## config.mk

```make
export PLATFORM = sky130hd
export DESIGN_NAME = nsps_dist
export DESIGN_NICKNAME = d
export VERILOG_FILES = /design/src/rtl/nsps_pkg.sv /design/src/rtl/nsps_dist.sv
export SDC_FILE = /design/constraint.sdc
export NUM_CORES = 2
export LEC_CHECK = 0
export ABC_AREA = 1
export BUFFER_PORTS_ARGS = -buffer_cell sky130_fd_sc_hd__buf_2
export CORE_UTILIZATION = 62
export DETAILED_ROUTE_END_ITERATION = 6
export PLACE_DENSITY = 0.91
export SLEW_MARGIN = 0
export SYNTH_ARGS = -nofsm -noshare
export SYNTH_HDL_FRONTEND = slang
export SYNTH_SLANG_ARGS = --single-unit
```

## constraint.sdc

```tcl
create_clock -name clock -period 12.9 [get_ports clock]
set_input_delay 2.58 -clock clock [delete_from_list [all_inputs] [get_ports clock]]
set_output_delay 2.58 -clock clock [all_outputs]
set_load 0.05 [all_outputs]
```

## src/rtl/nsps_pkg.sv

```systemverilog
// Shared types and constants for the nearest seed search block.
// No dependencies; every other file refers to it by scoped names.
package nsps_pkg;

   localparam int COORD_W    = 24;
   localparam int AXES       = 3;
   localparam int SQ_W       = 2 * COORD_W;
   localparam int DIST_W     = 50;
   localparam int INDEX_W    = 8;
   localparam int SLOT_W     = 8;
   localparam int GRAIN_W    = 9;
   localparam int CSR_IDX_W  = 3;
   localparam int CSR_DATA_W = 24;

   typedef logic signed [COORD_W-1:0] coord_type;
   typedef coord_type [AXES-1:0] point_type;
   typedef logic [COORD_W-1:0] extent_type;
   typedef extent_type [AXES-1:0] extent_set_type;

   // control that travels alongside each centre through the distance pipe
   typedef struct packed {
      logic               run;
      logic               hit_ok;
      logic               first;
      logic               last;
      logic [INDEX_W-1:0] idx;
   } tag_type;

   localparam logic MODE_LOAD  = 1'b0;
   localparam logic MODE_QUERY = 1'b1;

   localparam logic [CSR_IDX_W-1:0] CSR_PERIODIC    = 3'd0;
   localparam logic [CSR_IDX_W-1:0] CSR_GRAIN_COUNT = 3'd1;
   localparam logic [CSR_IDX_W-1:0] CSR_RANGE_X     = 3'd2;
   localparam logic [CSR_IDX_W-1:0] CSR_RANGE_Y     = 3'd3;
   localparam logic [CSR_IDX_W-1:0] CSR_RANGE_Z     = 3'd4;

endpackage

```

## src/rtl/nsps_dist.sv

```systemverilog
// Four-stage squared distance pipe: difference, periodic minimum image,
// square, sum over axes. Depends on nsps_pkg for types and widths.
module nsps_dist (
   input  logic                     clock,
   input  logic                     reset,
   input  logic                     periodic,
   input  nsps_pkg::extent_set_type extent,
   input  nsps_pkg::point_type      query,
   input  nsps_pkg::point_type      centre,
   input  nsps_pkg::tag_type        tag_in,
   output logic [nsps_pkg::DIST_W-1:0] dist_sq,
   output nsps_pkg::tag_type        tag_out
);

   localparam int D_W = nsps_pkg::COORD_W + 1;
   localparam int W_W = nsps_pkg::COORD_W + 2;

   function automatic logic [W_W-1:0] mag(input logic signed [W_W-1:0] v);
      mag = v[W_W-1] ? $unsigned(-v) : $unsigned(v);
   endfunction

   // least of |d|, |d-r|, |d+r|; never above |d|, so it fits a coordinate width
   function automatic logic [nsps_pkg::COORD_W-1:0] axis_min(
      input logic signed [D_W-1:0]  d,
      input nsps_pkg::extent_type   r,
      input logic                   per
   );
      logic signed [W_W-1:0] dw;
      logic signed [W_W-1:0] rw;
      logic [W_W-1:0]        m_d;
      logic [W_W-1:0]        m_lo;
      logic [W_W-1:0]        m_hi;
      logic [W_W-1:0]        m;
      dw   = W_W'(d);
      rw   = signed'({2'b00, r});
      m_d  = mag(dw);
      m_lo = mag(dw - rw);
      m_hi = mag(dw + rw);
      m    = m_d;
      if (per) begin
         if (m_lo < m) begin
            m = m_lo;
         end
         if (m_hi < m) begin
            m = m_hi;
         end
      end
      axis_min = m[nsps_pkg::COORD_W-1:0];
   endfunction

   logic signed [D_W-1:0]          diff_ff [nsps_pkg::AXES];
   logic [nsps_pkg::COORD_W-1:0]   min_ff  [nsps_pkg::AXES];
   logic [nsps_pkg::SQ_W-1:0]      sq_ff   [nsps_pkg::AXES];
   logic [nsps_pkg::DIST_W-1:0]    sum_ff;
   nsps_pkg::tag_type              tag_a_ff, tag_b_ff, tag_c_ff, tag_d_ff;

   always_ff @(posedge clock) begin
      for (int a = 0; a < nsps_pkg::AXES; a++) begin
         diff_ff[a] <= D_W'($signed(centre[a])) - D_W'($signed(query[a]));
         min_ff[a]  <= axis_min(diff_ff[a], extent[a], periodic);
         sq_ff[a]   <= nsps_pkg::SQ_W'(min_ff[a]) * nsps_pkg::SQ_W'(min_ff[a]);
      end
      sum_ff <= nsps_pkg::DIST_W'(sq_ff[0]) + nsps_pkg::DIST_W'(sq_ff[1])
              + nsps_pkg::DIST_W'(sq_ff[2]);
   end

   always_ff @(posedge clock) begin
      if (reset) begin
         tag_a_ff <= '0;
         tag_b_ff <= '0;
         tag_c_ff <= '0;
         tag_d_ff <= '0;
      end else begin
         tag_a_ff <= tag_in;
         tag_b_ff <= tag_a_ff;
         tag_c_ff <= tag_b_ff;
         tag_d_ff <= tag_c_ff;
      end
   end

   assign dist_sq = sum_ff;
   assign tag_out = tag_d_ff;

endmodule

```

# ---- Yosys cells after proc, flatten, opt, wreduce, memory -nomap -nowiden
# Memories as Yosys holds them, arrays and structs flattened.
# Cells that the tools add are included.
dict set report classes {
  n_addsub 20
  n_mul 3
  div_mod_pow 0
  n_lt_le_gt_ge 6
  eq_ne 0
  shifts 0
  mux 21
  bitwise_logic 0
  reduce_logical 0
}
# op count
set op_table {}
lappend op_table {{$mux 26} 15}
lappend op_table {{$lt 26x26->1} 6}
lappend op_table {{$neg 26->26} 6}
lappend op_table {{$mul 24x24->48} 3}
lappend op_table {{$mux 24} 6}
lappend op_table {{$add 25x25->26} 3}
lappend op_table {{$neg 25->26} 3}
lappend op_table {{$sub 25x25->26} 3}
lappend op_table {{$sub 24x24->25} 3}
lappend op_table {{$add 49x48->50} 1}
lappend op_table {{$add 48x48->49} 1}
dict set report totals {
  register_bits 98
  latch_bits 0
  ram_bits 291
  mem_bits_ro 0
  inputBits 231
  output_inout_bits 62
  elab_cells 74
  memories 3
}
# name words width rd rd_ports_with_merged_regs write_ports line_no
set mem_list {}
lappend mem_list {sq_ff 3 48 3 0 3 nsps_dist.sv:53} ;# logic [nsps_pkg::SQ_W-1:0] sq_ff [nsps_pkg::AXES];
lappend mem_list {diff_ff 3 25 3 0 3 nsps_dist.sv:51} ;# logic signed [D_W-1:0] diff_ff [nsps_pkg::AXES];
lappend mem_list {min_ff 3 24 3 0 3 nsps_dist.sv:52} ;# logic [nsps_pkg::COORD_W-1:0] min_ff [nsps_pkg::AXES];

# ---- Longest topological paths before layout
# An unclocked memory read counts as a cell.
dict set report depth {
  ltp_word 10
  mapped_depth 48
  ltp_nobuf 47
}

# ---- Worst setup path after synthesis
# No wires, ideal clock.
dict set report synth_timing {
  path_kind {input -> register}
  start {input port extent[24] in the netlist's numbering}
  end {memory min_ff[0][33] in the netlist's numbering}
  setup_time_ns 0.130
  t_arrival_ns 7.877
  t_required_ns 12.770
  slack_ns 4.893
  stages 40
  path_buffers 3
  path_cell_list {ha_1 inv_1 fa_1 inv_1 ha_1 inv_1 nor2_1 nand3_1 nor2_1 nand2_1 nor2_2 nand3_1 nor2_2 nand3_2 nor2_1 nand2_1 nand2_2 xor2_2 [4 not listed] nand2_1 nor2_1 nand2_1 nand3_1 buf_1 clkbuf_1 nand2_1 and2_1 ha_1 nand2_1 nor3_1 nor4b_1 nand2_1 nand2_1 clkbuf_1 nand2_1 nand3_1 o21ai_0}
}
# item line_no
set synth_rtl {}
lappend synth_rtl {{from (decl)} nsps_dist.sv:7} ;# input nsps_pkg::extent_set_type extent,
lappend synth_rtl {{to (decl)} nsps_dist.sv:52}

==> summary.md <==
| Metric | Value |
|---|---|
| Status | `complete, but fails checks` |
| Failing checks | `DRC` |
| Worst-path clk slew | `0.06 ns` |
| Final HPWL DP | `205000 µm` |
| Startpoint class of the critical path | `primary input` |
| Post-CTS sizing | `0` |
| CTS max path bufs | `3` |
| Pin count of the biggest net entering global routing | `66` |
| Max-cap violation count | `0` |
| CTS root buffer | `clkbuf_16` |
| Most Frequent Cell on Critical Path | `nand2_1` |
| Synth Flop Type | `dfxtp_1` |
| RSZ-0062 raised after global routing | `false` |
| Final hold vios | `0` |
| CTS Buf Count | `46` |
| Asr flop ratio synth | `0%` |
| # clock sinks | `386` |
| Top-count cell post-synth | `inv_1` |
| Die ar. | `0.143 mm²` |
| Drt pass-1 iters | `7` |
| CTS tree | `built` |
| Hold depth | `2` |
| Final ANT Viol Nets | `0` |
| EDFF count, synth | `0` |
| Yosys top cell by area | `fa_1` |
| Core Region | `0.140 mm²` |
| Drt drc | `4` |
| Max FO, Critical Path | `33` |
| DR iter-0 viols | `7105` |
| Setup bufs post-CTS | `0` |
| Hold WC Path Type | `flop to flop` |
| Final setup vio count | `0` |
| DR WL met2 | `113000 µm` |
| Avg Cell Area, Syn | `7.32 µm²` |
| Met3 wire len | `21200 µm` |
| Std-Cell Rows | `137` |
| # IOs | `293` |
| Vias per inst | `5.49` |
| Relative slew slack | `11.8%` |
| Worst setup EP type | `flop` |
| WP data arrival | `10.56 ns` |
| Clk_skew | `0.0334 ns` |
| Post-synth top area share | `30.3%` |
| Overall routing resource usage | `34.9%` |
| Post-synthesis sequential area ratio | `8.82%` |
| Setup TNS | `0 ns` |
| Vias in the first global route | `79700` |
| Final Critical Period | `10.01 ns` |
| Period utilization | `77.6%` |
| Wl on met1 | `97500 µm` |
| Synthesized instance count | `12000` |
| Yosys Warn Count | `0` |
| Top post-synthesis cells by area | `fa_1, ha_1, inv_1` |
| Area Overhead vs Synth | `5.28%` |
| Wire length per cell | `17.4 µm` |
| Initial antenna violation count | `5` |
| Cell Area, Synth | `0.0876 mm²` |
| PortBufs | `292` |
| First-pass GRT wire length | `397000 µm` |
| FF+latch count, synth | `386` |
| Post-layout nets | `14600` |
| Starting Density | `62.6%` |
| H-tree depth | `2` |
| Global placer's final weighted congestion | `1.02` |
| Worst slew pin tran | `1.32 ns` |
| Die X | `378 µm` |
| Fillers | `11400` |
| Most frequent cells after synthesis | `inv_1, nand2_1, fa_1` |
| Via count | `77000` |
| Fmax | `99.9 MHz` |
| Layout cells sized above 1 | `6.02%` |
| WL final | `245000 µm` |
| Highest metal layer with signal wires | `met5` |
| Worst Path Required | `13.44 ns` |
| Overflow after GRT | `0` |
| Worst R2R Path Depth | `35` |
| Latest clock arrival within the worst-skew pair | `0.66 ns` |
| Critical path class | `primary input to flop` |
| Worst path slowest cell | `inv_1` |
| Critical path's largest stage delay | `0.89 ns` |
| Die Ht | `378 µm` |
| CTS hold repair buffers | `0` |
| Distinct cell type count after synthesis | `71` |
| Fin. max-slew vios | `0` |
logic make-up after synthesis:
group                    count (synthesis)  synth area share (%)
AND/OR/NAND/NOR                       4280                  20.4
buffers and inverters                 3447                  15.1
adder cells (fa/ha/maj)               2270                  43.8
AO/OA/AOI/OAI                         1138                  7.35
XOR/XNOR                               444                  4.51
flip-flops                             386                  8.82
other                                    2               0.00857
critical path: cells and delay by family:
kind | cells | cell delay (ns)
AO/OA/AOI/OAI | 7 | 1.19
adder cells (fa/ha/maj) | 3 | 1.18
buffers and inverters | 7 | 2.01
AND/OR/NAND/NOR | 18 | 3.58
worst paths after layout:
kind / from / to / slack (ns)
setup / recovery: extent[56] / min_ff[0][56] / 2.89
hold reg to reg: tag_b_ff[5] / tag_c_ff[5] / 0.40
hold / removal: tag_b_ff[5] / tag_c_ff[5] / 0.40
setup reg to reg: diff_ff[0][58] / min_ff[0][56] / 4.44
state kept, by name (all words and copies together) (netlist names):
| name | count |
|---|---|
| sq_ff | 141 |
| diff_ff | 75 |
| min_ff | 72 |
| dist_sq | 50 |
| tag_a_ff | 12 |
| tag_b_ff | 12 |
| tag_c_ff | 12 |
| tag_out | 12 |
layer usage:
metal / up-vias / track usage (%)
met5: - / 0
met2: 3790 / 58.1
met1: 36200 / 44.6
li1: 36100 / -
met4: 6 / 16.1
met3: 866 / 5.43
placed cells by master, fill, tap and decap left out, drive strengths merged, types with 19 or more instances in the layout:
master and n:
a21o 19, a21oi 521, a31oi 81, buf 371
clkbuf 58, dfxtp 386, fa 1325, ha 945
inv 3169, nand2 2803, nand3 496, nand4 114
nor2 696, nor3 80, nor4 26, o211ai 21
o21a 39, o21ai 371, o21bai 19, or2 25
xnor2 121, xor2 323
through the flow:
step           cells  setup slack [ns]  util [%]  hold slack, ns  cell area [µm²]
2_1_floorplan  12000              4.89         -           0.388            87600
3_3_place_gp   13900              2.58      64.8           0.388            90700
3_5_place_dp   13900              2.44      64.8           0.393            90700
4_1_cts        14000              3.12      65.9           0.401            92200
5_1_grt        14000              2.17      65.9           0.417            92200
6_report       14000              2.89      66.0           0.400            92200
area by class of cell:
class                           instances  area (µm²)  share of cell area, %
Antenna cell                            2        5.00                0.00543
Clock buffer                           58        1280                   1.38
Clock inverter                         27         270                  0.293
Inverter                             3161       11900                   12.9
Multi-Input combinational cell       8141       66700                   72.3
Sequential cell                       386        7730                   8.38
Tap cell                             1876        2350                   2.54
Timing Repair Buffer                  371        2060                   2.23
Power is not shown: default switching activity piles up to over one toggle a cycle in this logic, so the estimate is an artifact.
