## src/rtl/nsps_pkg.sv

```systemverilog
// Shared types and constants for the nearest seed search block.
// No dependencies; every other file refers to it by scoped names.
package nsps_pkg;

   localparam int COORD_W    = 24;
   localparam int AXES       = 3;
   localparam int SQ_W       = 2 * COORD_W;
   localparam int DIST_W     = 50;
   localparam int INDEX_W    = 8;
   localparam int SLOT_W     = 8;
   localparam int GRAIN_W    = 9;
   localparam int CSR_IDX_W  = 3;
   localparam int CSR_DATA_W = 24;

   typedef logic signed [COORD_W-1:0] coord_type;
   typedef coord_type [AXES-1:0] point_type;
   typedef logic [COORD_W-1:0] extent_type;
   typedef extent_type [AXES-1:0] extent_set_type;

   // control that travels alongside each centre through the distance pipe
   typedef struct packed {
      logic               run;
      logic               hit_ok;
      logic               first;
      logic               last;
      logic [INDEX_W-1:0] idx;
   } tag_type;

   localparam logic MODE_LOAD  = 1'b0;
   localparam logic MODE_QUERY = 1'b1;

   localparam logic [CSR_IDX_W-1:0] CSR_PERIODIC    = 3'd0;
   localparam logic [CSR_IDX_W-1:0] CSR_GRAIN_COUNT = 3'd1;
   localparam logic [CSR_IDX_W-1:0] CSR_RANGE_X     = 3'd2;
   localparam logic [CSR_IDX_W-1:0] CSR_RANGE_Y     = 3'd3;
   localparam logic [CSR_IDX_W-1:0] CSR_RANGE_Z     = 3'd4;

endpackage

```

## src/rtl/nsps_cell.sv

```systemverilog
// One storage cell of the centre ring: holds a centre, loads it directly
// or takes its neighbour's centre while the ring rotates. Uses nsps_pkg.
module nsps_cell (
   input  logic                clock,
   input  logic                load_en,
   input  logic                shift_en,
   input  nsps_pkg::point_type load_data,
   input  nsps_pkg::point_type shift_data,
   output nsps_pkg::point_type data
);

   nsps_pkg::point_type data_ff, data_in;

   always_comb begin
      data_in = data_ff;
      if (load_en) begin
         data_in = load_data;
      end else if (shift_en) begin
         data_in = shift_data;
      end
   end

   always_ff @(posedge clock) begin
      data_ff <= data_in;
   end

   assign data = data_ff;

endmodule

```

## config.mk

```make
export PLATFORM = sky130hd
export DESIGN_NAME = nsps_cell
export DESIGN_NICKNAME = d
export VERILOG_FILES = /design/src/rtl/nsps_pkg.sv /design/src/rtl/nsps_cell.sv
export SDC_FILE = /design/constraint.sdc
export NUM_CORES = 1
export LEC_CHECK = 0
export BUFFER_PORTS_ARGS = -buffer_cell sky130_fd_sc_hd__buf_2
export CORE_ASPECT_RATIO = 0.7
export CORE_UTILIZATION = 42
export DETAILED_ROUTE_END_ITERATION = 12
export HOLD_SLACK_MARGIN = 0.12
export PLACE_DENSITY = 0.8
export SLEW_MARGIN = 25
export SYNTH_ARGS = -nofsm -noshare
export SYNTH_HDL_FRONTEND = slang
export SYNTH_SLANG_ARGS = --single-unit
export TNS_END_PERCENT = 50
```

## constraint.sdc

```tcl
create_clock -name clock -period 3 [get_ports clock]
set_input_delay 0.15 -clock clock [delete_from_list [all_inputs] [get_ports clock]]
set_output_delay 0.15 -clock clock [all_outputs]
set_load 0.05 [all_outputs]
```

==> Yosys cells after proc, flatten, opt, wreduce, memory -nomap -nowiden <==
Cells that the tools add are included.
{ "classes": {"muxes": 2, "n_reduce_logical": 1} }
{ "op_table": {"columns": ["operator", "n"], "rows": [
  ["72-bit 2-to-1 mux", 2],
  ["2-bit nonzero test", 1]
]} }
{ "totals": {"inputBits": 147, "wordCells": 6, "out_inout_bits": 72, "reg_bits": 72} }

==> Logic depth before layout (Yosys ltp) <==
Gate-level depths: netlist of the first run.
{ "depth": {"depth_word": 2, "depth_mapped": 3, "mapped_depth_nobuf": 1} }

==> Worst setup path after synthesis of the first run <==
OpenSTA, ideal clock, no wires.
{ "synth_timing": {"kind": "input to register", "from": "in load_en", "to": "reg data_ff, in the netlist data[0] (enable)", "setup_slack_ns": 0.466, "arrival_ns": 2.100, "cell_stages": 3, "required_time_ns": 2.566, "setup_time_ns": 0.434, "path_buffers": 2, "cell_sequence": "buf_6 -> buf_12 -> or2_1"} }
{ "synth_via": {"elab_chain_len": 1} }
{ "synth_rtl": {"columns": ["element", "line", "source"], "rows": [
  ["from (decl)", "nsps_cell.sv:5", "input logic load_en,"],
  ["2-bit nonzero test (no line)", null, null],
  ["to (signal assigned)", "nsps_cell.sv:24", "data_ff <= data_in;"],
  ["to (decl)", "nsps_cell.sv:12", "nsps_pkg::point_type data_ff, data_in;"]
]} }
No other way between the ends.
A chain may end at the register's enable or synchronous reset.

==> impl_results.md, run 1 <==
* Largest register FFs at 72
* #FFs+latches synth at 72
* Post-layout util at 63.25%
* Syn Area/Cell at 22.15 sq um
* Final ANT Viol Nets at 0
* Ratio of final minimum period to clock period at 63.14%
* Layout cells sized above 1 at 77.83%
* Clock power frac at 35.5%
* Crit Path Class: input pin to flip-flop
* Die Span Y at 77.16 um
* Finished Layout Cells at 498
* Global-route wire length before repair at 10780 um
* DR pass1 iterations at 4
* Final count of negative-setup-slack endpoints at 0
* Routed wl met2 at 3875 um
* Io pins at 219
* # clock sinks at 72
* # diodes at 0
* DR DRC count at 0
* CTS Buffer Depth at 2
* Worst Tran Pin Value at 0.9837 ns
* CTS buffer count at 9
* Rows at 27
* Largest net degree at the start of global routing at 73
* Die Span X at 109.4 um
* Remaining global-route overflow at 0
* Placer Congestion at 0.6840
* Mapped Nets at 300
* RSZ-0062 raised after global routing: no
* GR Util All Layers at 17.20%
* Clock transition at path regs at 0.06 ns
* Combinational share of power at 24.8%
* Via density at 4.512
* Number of I/O port buffers at 218
* Yosys synthesis warning count at 0
* Required @ worst endpoint at 3.07 ns
* Max VDD drop at 312.5 uV
* PD cells at 642.3 nW/um^2
* Internal Power at 2230 uW
* M1 WL at 2767 um
* Fmax at 0.5280 GHz
* Max-slew violation count at 0
* Post-Route WL at 7448 um
* Area growth, synth to finish at 46.25%
* CP Max Fanout at 30
* Fin crit period at 1.894 ns
* Critical path launch point type: input pin
* PnR worst setup slack at 1.106 ns
* Hold_sp: load_data[40]
* Initial Util at 43.25%
* Core Footprint at 7838 sq um
* Commonest non-fill, non-tap cells in the layout: buf_2 (217), edfxtp_1 (72), mux2_4 (69), dlygate4sd3_1 (16), clkbuf_16 (9)
* Leakage at 0.002398 uW
* Pre-CTS setup slack at 1.098 ns
* Hold/Removal Path Class: input pin to flip-flop
* Relative slew slack at 34.42%
* Final hold vios at 0
* Met3 WL at 720 um
* Vias in the first global route at 2298
* CTS tree: done
* Placed cells at 466
* Reg power frac at 39.8%
* Critical Path AT at 1.97 ns
* H-Tree Level Count at 3
* Synth Instances at 153
* Routed via count at 2247
* Hold path cells at 2
* Critical Path Sink Type: flip-flop
* NetSw at 954.4 uW
* WL/cell at 14.96 um
* Root buf cell: clkbuf_16
* Iteration-0 DRC Markers at 87
* Mapped Area at 3390 sq um
* Max cap viols at 0
* Antenna violations before repair at 0
* Max Used Layer: met4
* Hold Path Sink: data[40]
* Synth cell types at 6
* Status: complete, no violations
* Nets at 539
* Switching Fraction at 29.97%
* Commonest non-fill, non-tap cell in the layout: buf_2
* Post-synthesis sequential area ratio at 63.79%
* Final TNS setup at 0 ns
* Die area at 8439 sq um
==> power groups by stage <==
stage / Combinational [uW] / Clock, uW / Sequential (uW)
2_1_floorplan: 179 / 0 / 1680
3_3_place_gp: 768 / 0 / 1280
3_5_place_dp: 779 / 0 / 1280
4_1_cts: 791 / 1150 / 1270
5_1_grt: 822 / 1190 / 1280
6_report: 789 / 1130 / 1270
==> final cells by class <==
class | instances | area (sq um)
Clock buffer | 9 | 225.2
Clock inverter | 7 | 96.34
Fill cell | 600 | 2880
Multi-Input combinational cell | 73 | 1079
Sequential cell | 72 | 2162
Tap cell | 101 | 126.4
Timing Repair Buffer | 236 | 1269
==> repair_timing <==
item                                    4_1_cts  5_1_grt
hold buffers                                 11        5
gates resized for setup                       0        0
hold endpoints to repair                     10        5
endpoints found under the setup margin        0        0
setup buffers                                 0        0
==> worst max-delay path by stage <==
| stage | start | end | slack (ns) | cells past startpoint |
|---|---|---|---|---|
| finish | load_en | data[30] | 1.11 | 4 |
| global route | load_en | data[30] | 1.05 | 4 |
| CTS | load_en | data[30] | 1.11 | 4 |
| detailed placement | load_en | data[26] | 1.10 | 2 |
| global placement | load_en | data[22] | 1.15 | 2 |
| floorplan | load_en | data[0] | 0.47 | 3 |
==> metal layers <==
metal  track usage (%)  vias up
li1                  -     1077
met1             17.67     1039
met2             31.64      123
met3             6.548        8
met4             5.733        0
met5                 0        -
==> cell usage after synthesis <==
library cell	instances	share of area (%)
edfxtp_1	72	64
mux2_2	3	1.0
buf_6	1	0.33
or2_1	1	0.18
mux2_4	69	31
buf_12	7	4.1
==> stage by stage <==
step | cell area (sq um) | hold slack, ns | power [uW]
final | 4957 | 0.1295 | 3184
after floorplan | 3390 | 0.3675 | 1864
after CTS | 4907 | 0.1202 | 3205
after detailed placement | 4476 | 0.4532 | 2064
after global routing | 4957 | 0.1200 | 3290
after global placement | 4476 | 0.4497 | 2052
==> critical path: stages <==
cell and delay [ns]:
buf_4 0.42, buf_4 0.50, mux2_4 0.33, dlygate4sd3_1 0.54
==> cell families after synthesis <==
kind of cell	after synthesis	share of synthesized area (%)
muxes	72	31.56
DFF	72	63.79
and+or+nand+nor	1	0.1847
buffers and inverters	8	4.466
Note: power is estimated with default switching activity, not from simulation.
==> inputs of run 2 (changes only) <==
==> constraint.sdc (replaced) <==
create_clock -name clock -period 1.8 [get_ports clock]
set_input_delay 0.09 -clock clock [delete_from_list [all_inputs] [get_ports clock]]
set_output_delay 0.09 -clock clock [all_outputs]
set_load 0.05 [all_outputs]
==> run 2 against run 1 <==
  * The flow now stops in clock tree synthesis (4_1_cts)
  * Synthesized area unchanged
  * Synthesized cell count unchanged
==> impl_results.md, run 2 <==
* Post-synth top flop: edfxtp_1
* Area contributors post-synth: edfxtp_1 (64%), mux2_4 (31%), buf_12 (4.1%), mux2_2 (1.0%), buf_6 (0.33%)
* Root buf cell: clkbuf_16
* Placer Congestion at 0.6924
* Yosys synthesis warning count at 0
* Post-synth top cells: edfxtp_1 (72), mux2_4 (69), buf_12 (7)
* Synth cell types at 6
* CTS buffer count at 9
* Synth Instances at 153
* Initial Util at 43.25%
* Io pins at 219
* Post-cts gate resize count at 0
* Post-synth top area share at 63.79%
* Post-synth top area cell: edfxtp_1
* Mapped Area at 3390 sq um
* Failed at: clock tree synthesis (4_1_cts)
* Asr flop ratio synth at 0%
* Log Error: [ERROR RSZ-0060] Max buffer count reached.
* CTS Buffer Depth at 2
* Number of I/O port buffers at 218
* # hold bufs at CTS at 102
* # clock sinks at 72
* Count leader, synth: edfxtp_1
* Post-synthesis sequential area ratio at 63.79%
* Syn Area/Cell at 22.15 sq um
* Mapped Nets at 300
* Postcts setup bufs at 0
* Placed cells at 468
* Rows at 27
* #FFs+latches synth at 72
* EDFF count, synth at 72
* Pre-CTS setup slack at 0.6017 ns
* Die Span Y at 77.16 um
* H-Tree Level Count at 3
* Status: did not finish
* Die Span X at 109.4 um
## run 2: metrics by stage
| stage | utilization [%] | hold slack (ns) | instance area (sq um) |
|---|---|---|---|
| after global placement | 57.77 | 0.3887 | 4528 |
| after detailed placement | 57.77 | 0.3934 | 4528 |
| after floorplan | - | 0.3075 | 3390 |
## run 2: cells by family after synthesis
logic type             count (synthesis)  synth area share [%]
AND/OR/NAND/NOR                        1                0.1847
buffers and inverters                  8                 4.466
multiplexers                          72                 31.56
flip-flops                            72                 63.79
==> inputs of run 3 (changes only) <==
--- a/config.mk
+++ b/config.mk
@@ -6,11 +6,9 @@
 export NUM_CORES = 1
 export LEC_CHECK = 0
 export BUFFER_PORTS_ARGS = -buffer_cell sky130_fd_sc_hd__buf_2
-export CORE_ASPECT_RATIO = 0.7
-export CORE_UTILIZATION = 42
+export CORE_UTILIZATION = 30
 export DETAILED_ROUTE_END_ITERATION = 12
-export HOLD_SLACK_MARGIN = 0.12
-export PLACE_DENSITY = 0.8
+export PLACE_DENSITY_LB_ADDON = 0.15
 export SLEW_MARGIN = 25
 export SYNTH_ARGS = -nofsm -noshare
 export SYNTH_HDL_FRONTEND = slang
==> run 3 against run 2 <==
  * The flow now finishes without violations
==> impl_results.md, run 3 (same netlist as run 1, synthesis figures left out) <==
* Status: complete, no violations
* CTS Buffer Depth at 2
* Area growth, synth to finish at 43.23%
* CP top delay family: flip-flops
* NetSw at 1535 uW
* # clock sinks at 72
* Post-cts gate resize count at 0
* Combinational share of power at 26.5%
* Fmax at 0.9657 GHz
* Number of I/O port buffers at 218
* Remaining global-route overflow at 0
* Nets at 526
* Pre-CTS setup slack at 0.4949 ns
* Fin crit period at 1.036 ns
* CP Max Fanout at 1
* PnR worst setup slack at 0.7645 ns
* Power, Total at 4943 uW
* Root buf cell: clkbuf_16
* Largest register FFs at 72
* Final count of negative-setup-slack endpoints at 0
* H-Tree Level Count at 3
* DR pass1 iterations at 4
* Layout cells sized above 1 at 80.10%
* Ratio of final minimum period to clock period at 57.53%
* Initial Util at 31.00%
* # fillers at 1007
* Relative slew slack at 75.56%
* Die Span Y at 108.3 um
* Placed cells at 508
* Slowest cell on the critical path: edfxtp_1
* Final TNS setup at 0 ns
* Via density at 4.228
* Routed via count at 2207
* Worst-path cell chain: buf_2
* Max cap viols at 0
* Critical path launch point type: flip-flop
* Max-slew violation count at 0
* Die Span X at 108.3 um
* Postcts setup bufs at 0
* Worst Tran Pin Value at 0.3666 ns
* WL/cell at 14.95 um
* Max VDD drop at 413.6 uV
* Switching Fraction at 31.05%
* PD cells at 1018 nW/um^2
* Hold Worst Slack at 0.06042 ns
* CTS buffer count at 9
* CTS tree: done
* # hold bufs at CTS at 0
* Final ANT Viol Nets at 0
* # diodes at 0
* Critical Path Sink Type: output port
* Antenna violations before repair at 0
* RSZ-0062 raised after global routing: no
* Largest net degree at the start of global routing at 37
* Clock power frac at 30.9%
* CP Buf/Inv Count at 1
* Rows at 38
* Hold/Removal Path Class: input pin to flip-flop
* Finished Layout Cells at 522
* Vias in the first global route at 2274
* Required @ worst endpoint at 1.71 ns
* Placer Congestion at 0.7320
* GR Util All Layers at 13.26%
* Commonest non-fill, non-tap cell in the layout: buf_2
* Io pins at 219
* Leakage at 0.002342 uW
* Crit Path Class: flip-flop to output port
* Die area at 11730 sq um
* Iteration-0 DRC Markers at 69
* Internal Power at 3408 uW
* CP peak stage delay at 0.39 ns
* Final hold vios at 0
* Commonest non-fill, non-tap cells in the layout: buf_2 (217), edfxtp_1 (72), mux2_4 (69), clkbuf_16 (9), buf_12 (5)
* Clock transition at path regs at 0.05 ns
* Core Footprint at 10940 sq um
* Global-route wire length before repair at 11310 um
* Detail Placement HPWL at 5861 um
* Reg power frac at 42.6%
* Critical Path AT at 0.95 ns
* DR DRC count at 0
* Post-Route WL at 7802 um
==> run 3: path summary, 6_finish.rpt <==
| path | startpoint | endpoint | slack, ns | cells past startpoint |
|---|---|---|---|---|
| min | load_data[61] | data[61] | 0.06 | 2 |
| max | data[10] | data[10] | 0.76 | 1 |
==> run 3: power groups by stage <==
stage	registers, uW	clock network (uW)	logic, uW
finish	2100	1530	1310
global route	2120	1640	1370
CTS	2110	1580	1330
detailed placement	2140	0	1320
global placement	2130	0	1320
floorplan	2810	0	299
==> run 3: metrics by stage <==
| stage | instance area, sq um | utilization, % |
|---|---|---|
| after floorplan | 3390 | - |
| after global placement | 4609 | 42.15 |
| after detailed placement | 4609 | 42.15 |
| after CTS | 4855 | 44.39 |
| after global routing | 4855 | 44.39 |
| final | 4855 | 44.39 |
==> run 3: area by class of cell <==
class | count | area (sq um) | share of cell area (%)
Clock buffer | 12 | 236.5 | 4.871
Clock inverter | 2 | 8.758 | 0.1804
Multi-Input combinational cell | 73 | 1079 | 22.22
Sequential cell | 72 | 2162 | 44.54
Tap cell | 140 | 175.2 | 3.608
Timing Repair Buffer | 223 | 1194 | 24.59
==> run 3: routing by layer <==
layer	vias to the layer above	part of all wire (%)	track usage, %
li1	1051	-	-
met1	1037	39	14.88
met2	109	52	22.43
met3	10	8.2	4.882
met4	0	1.4	5.985
met5	-	0	0
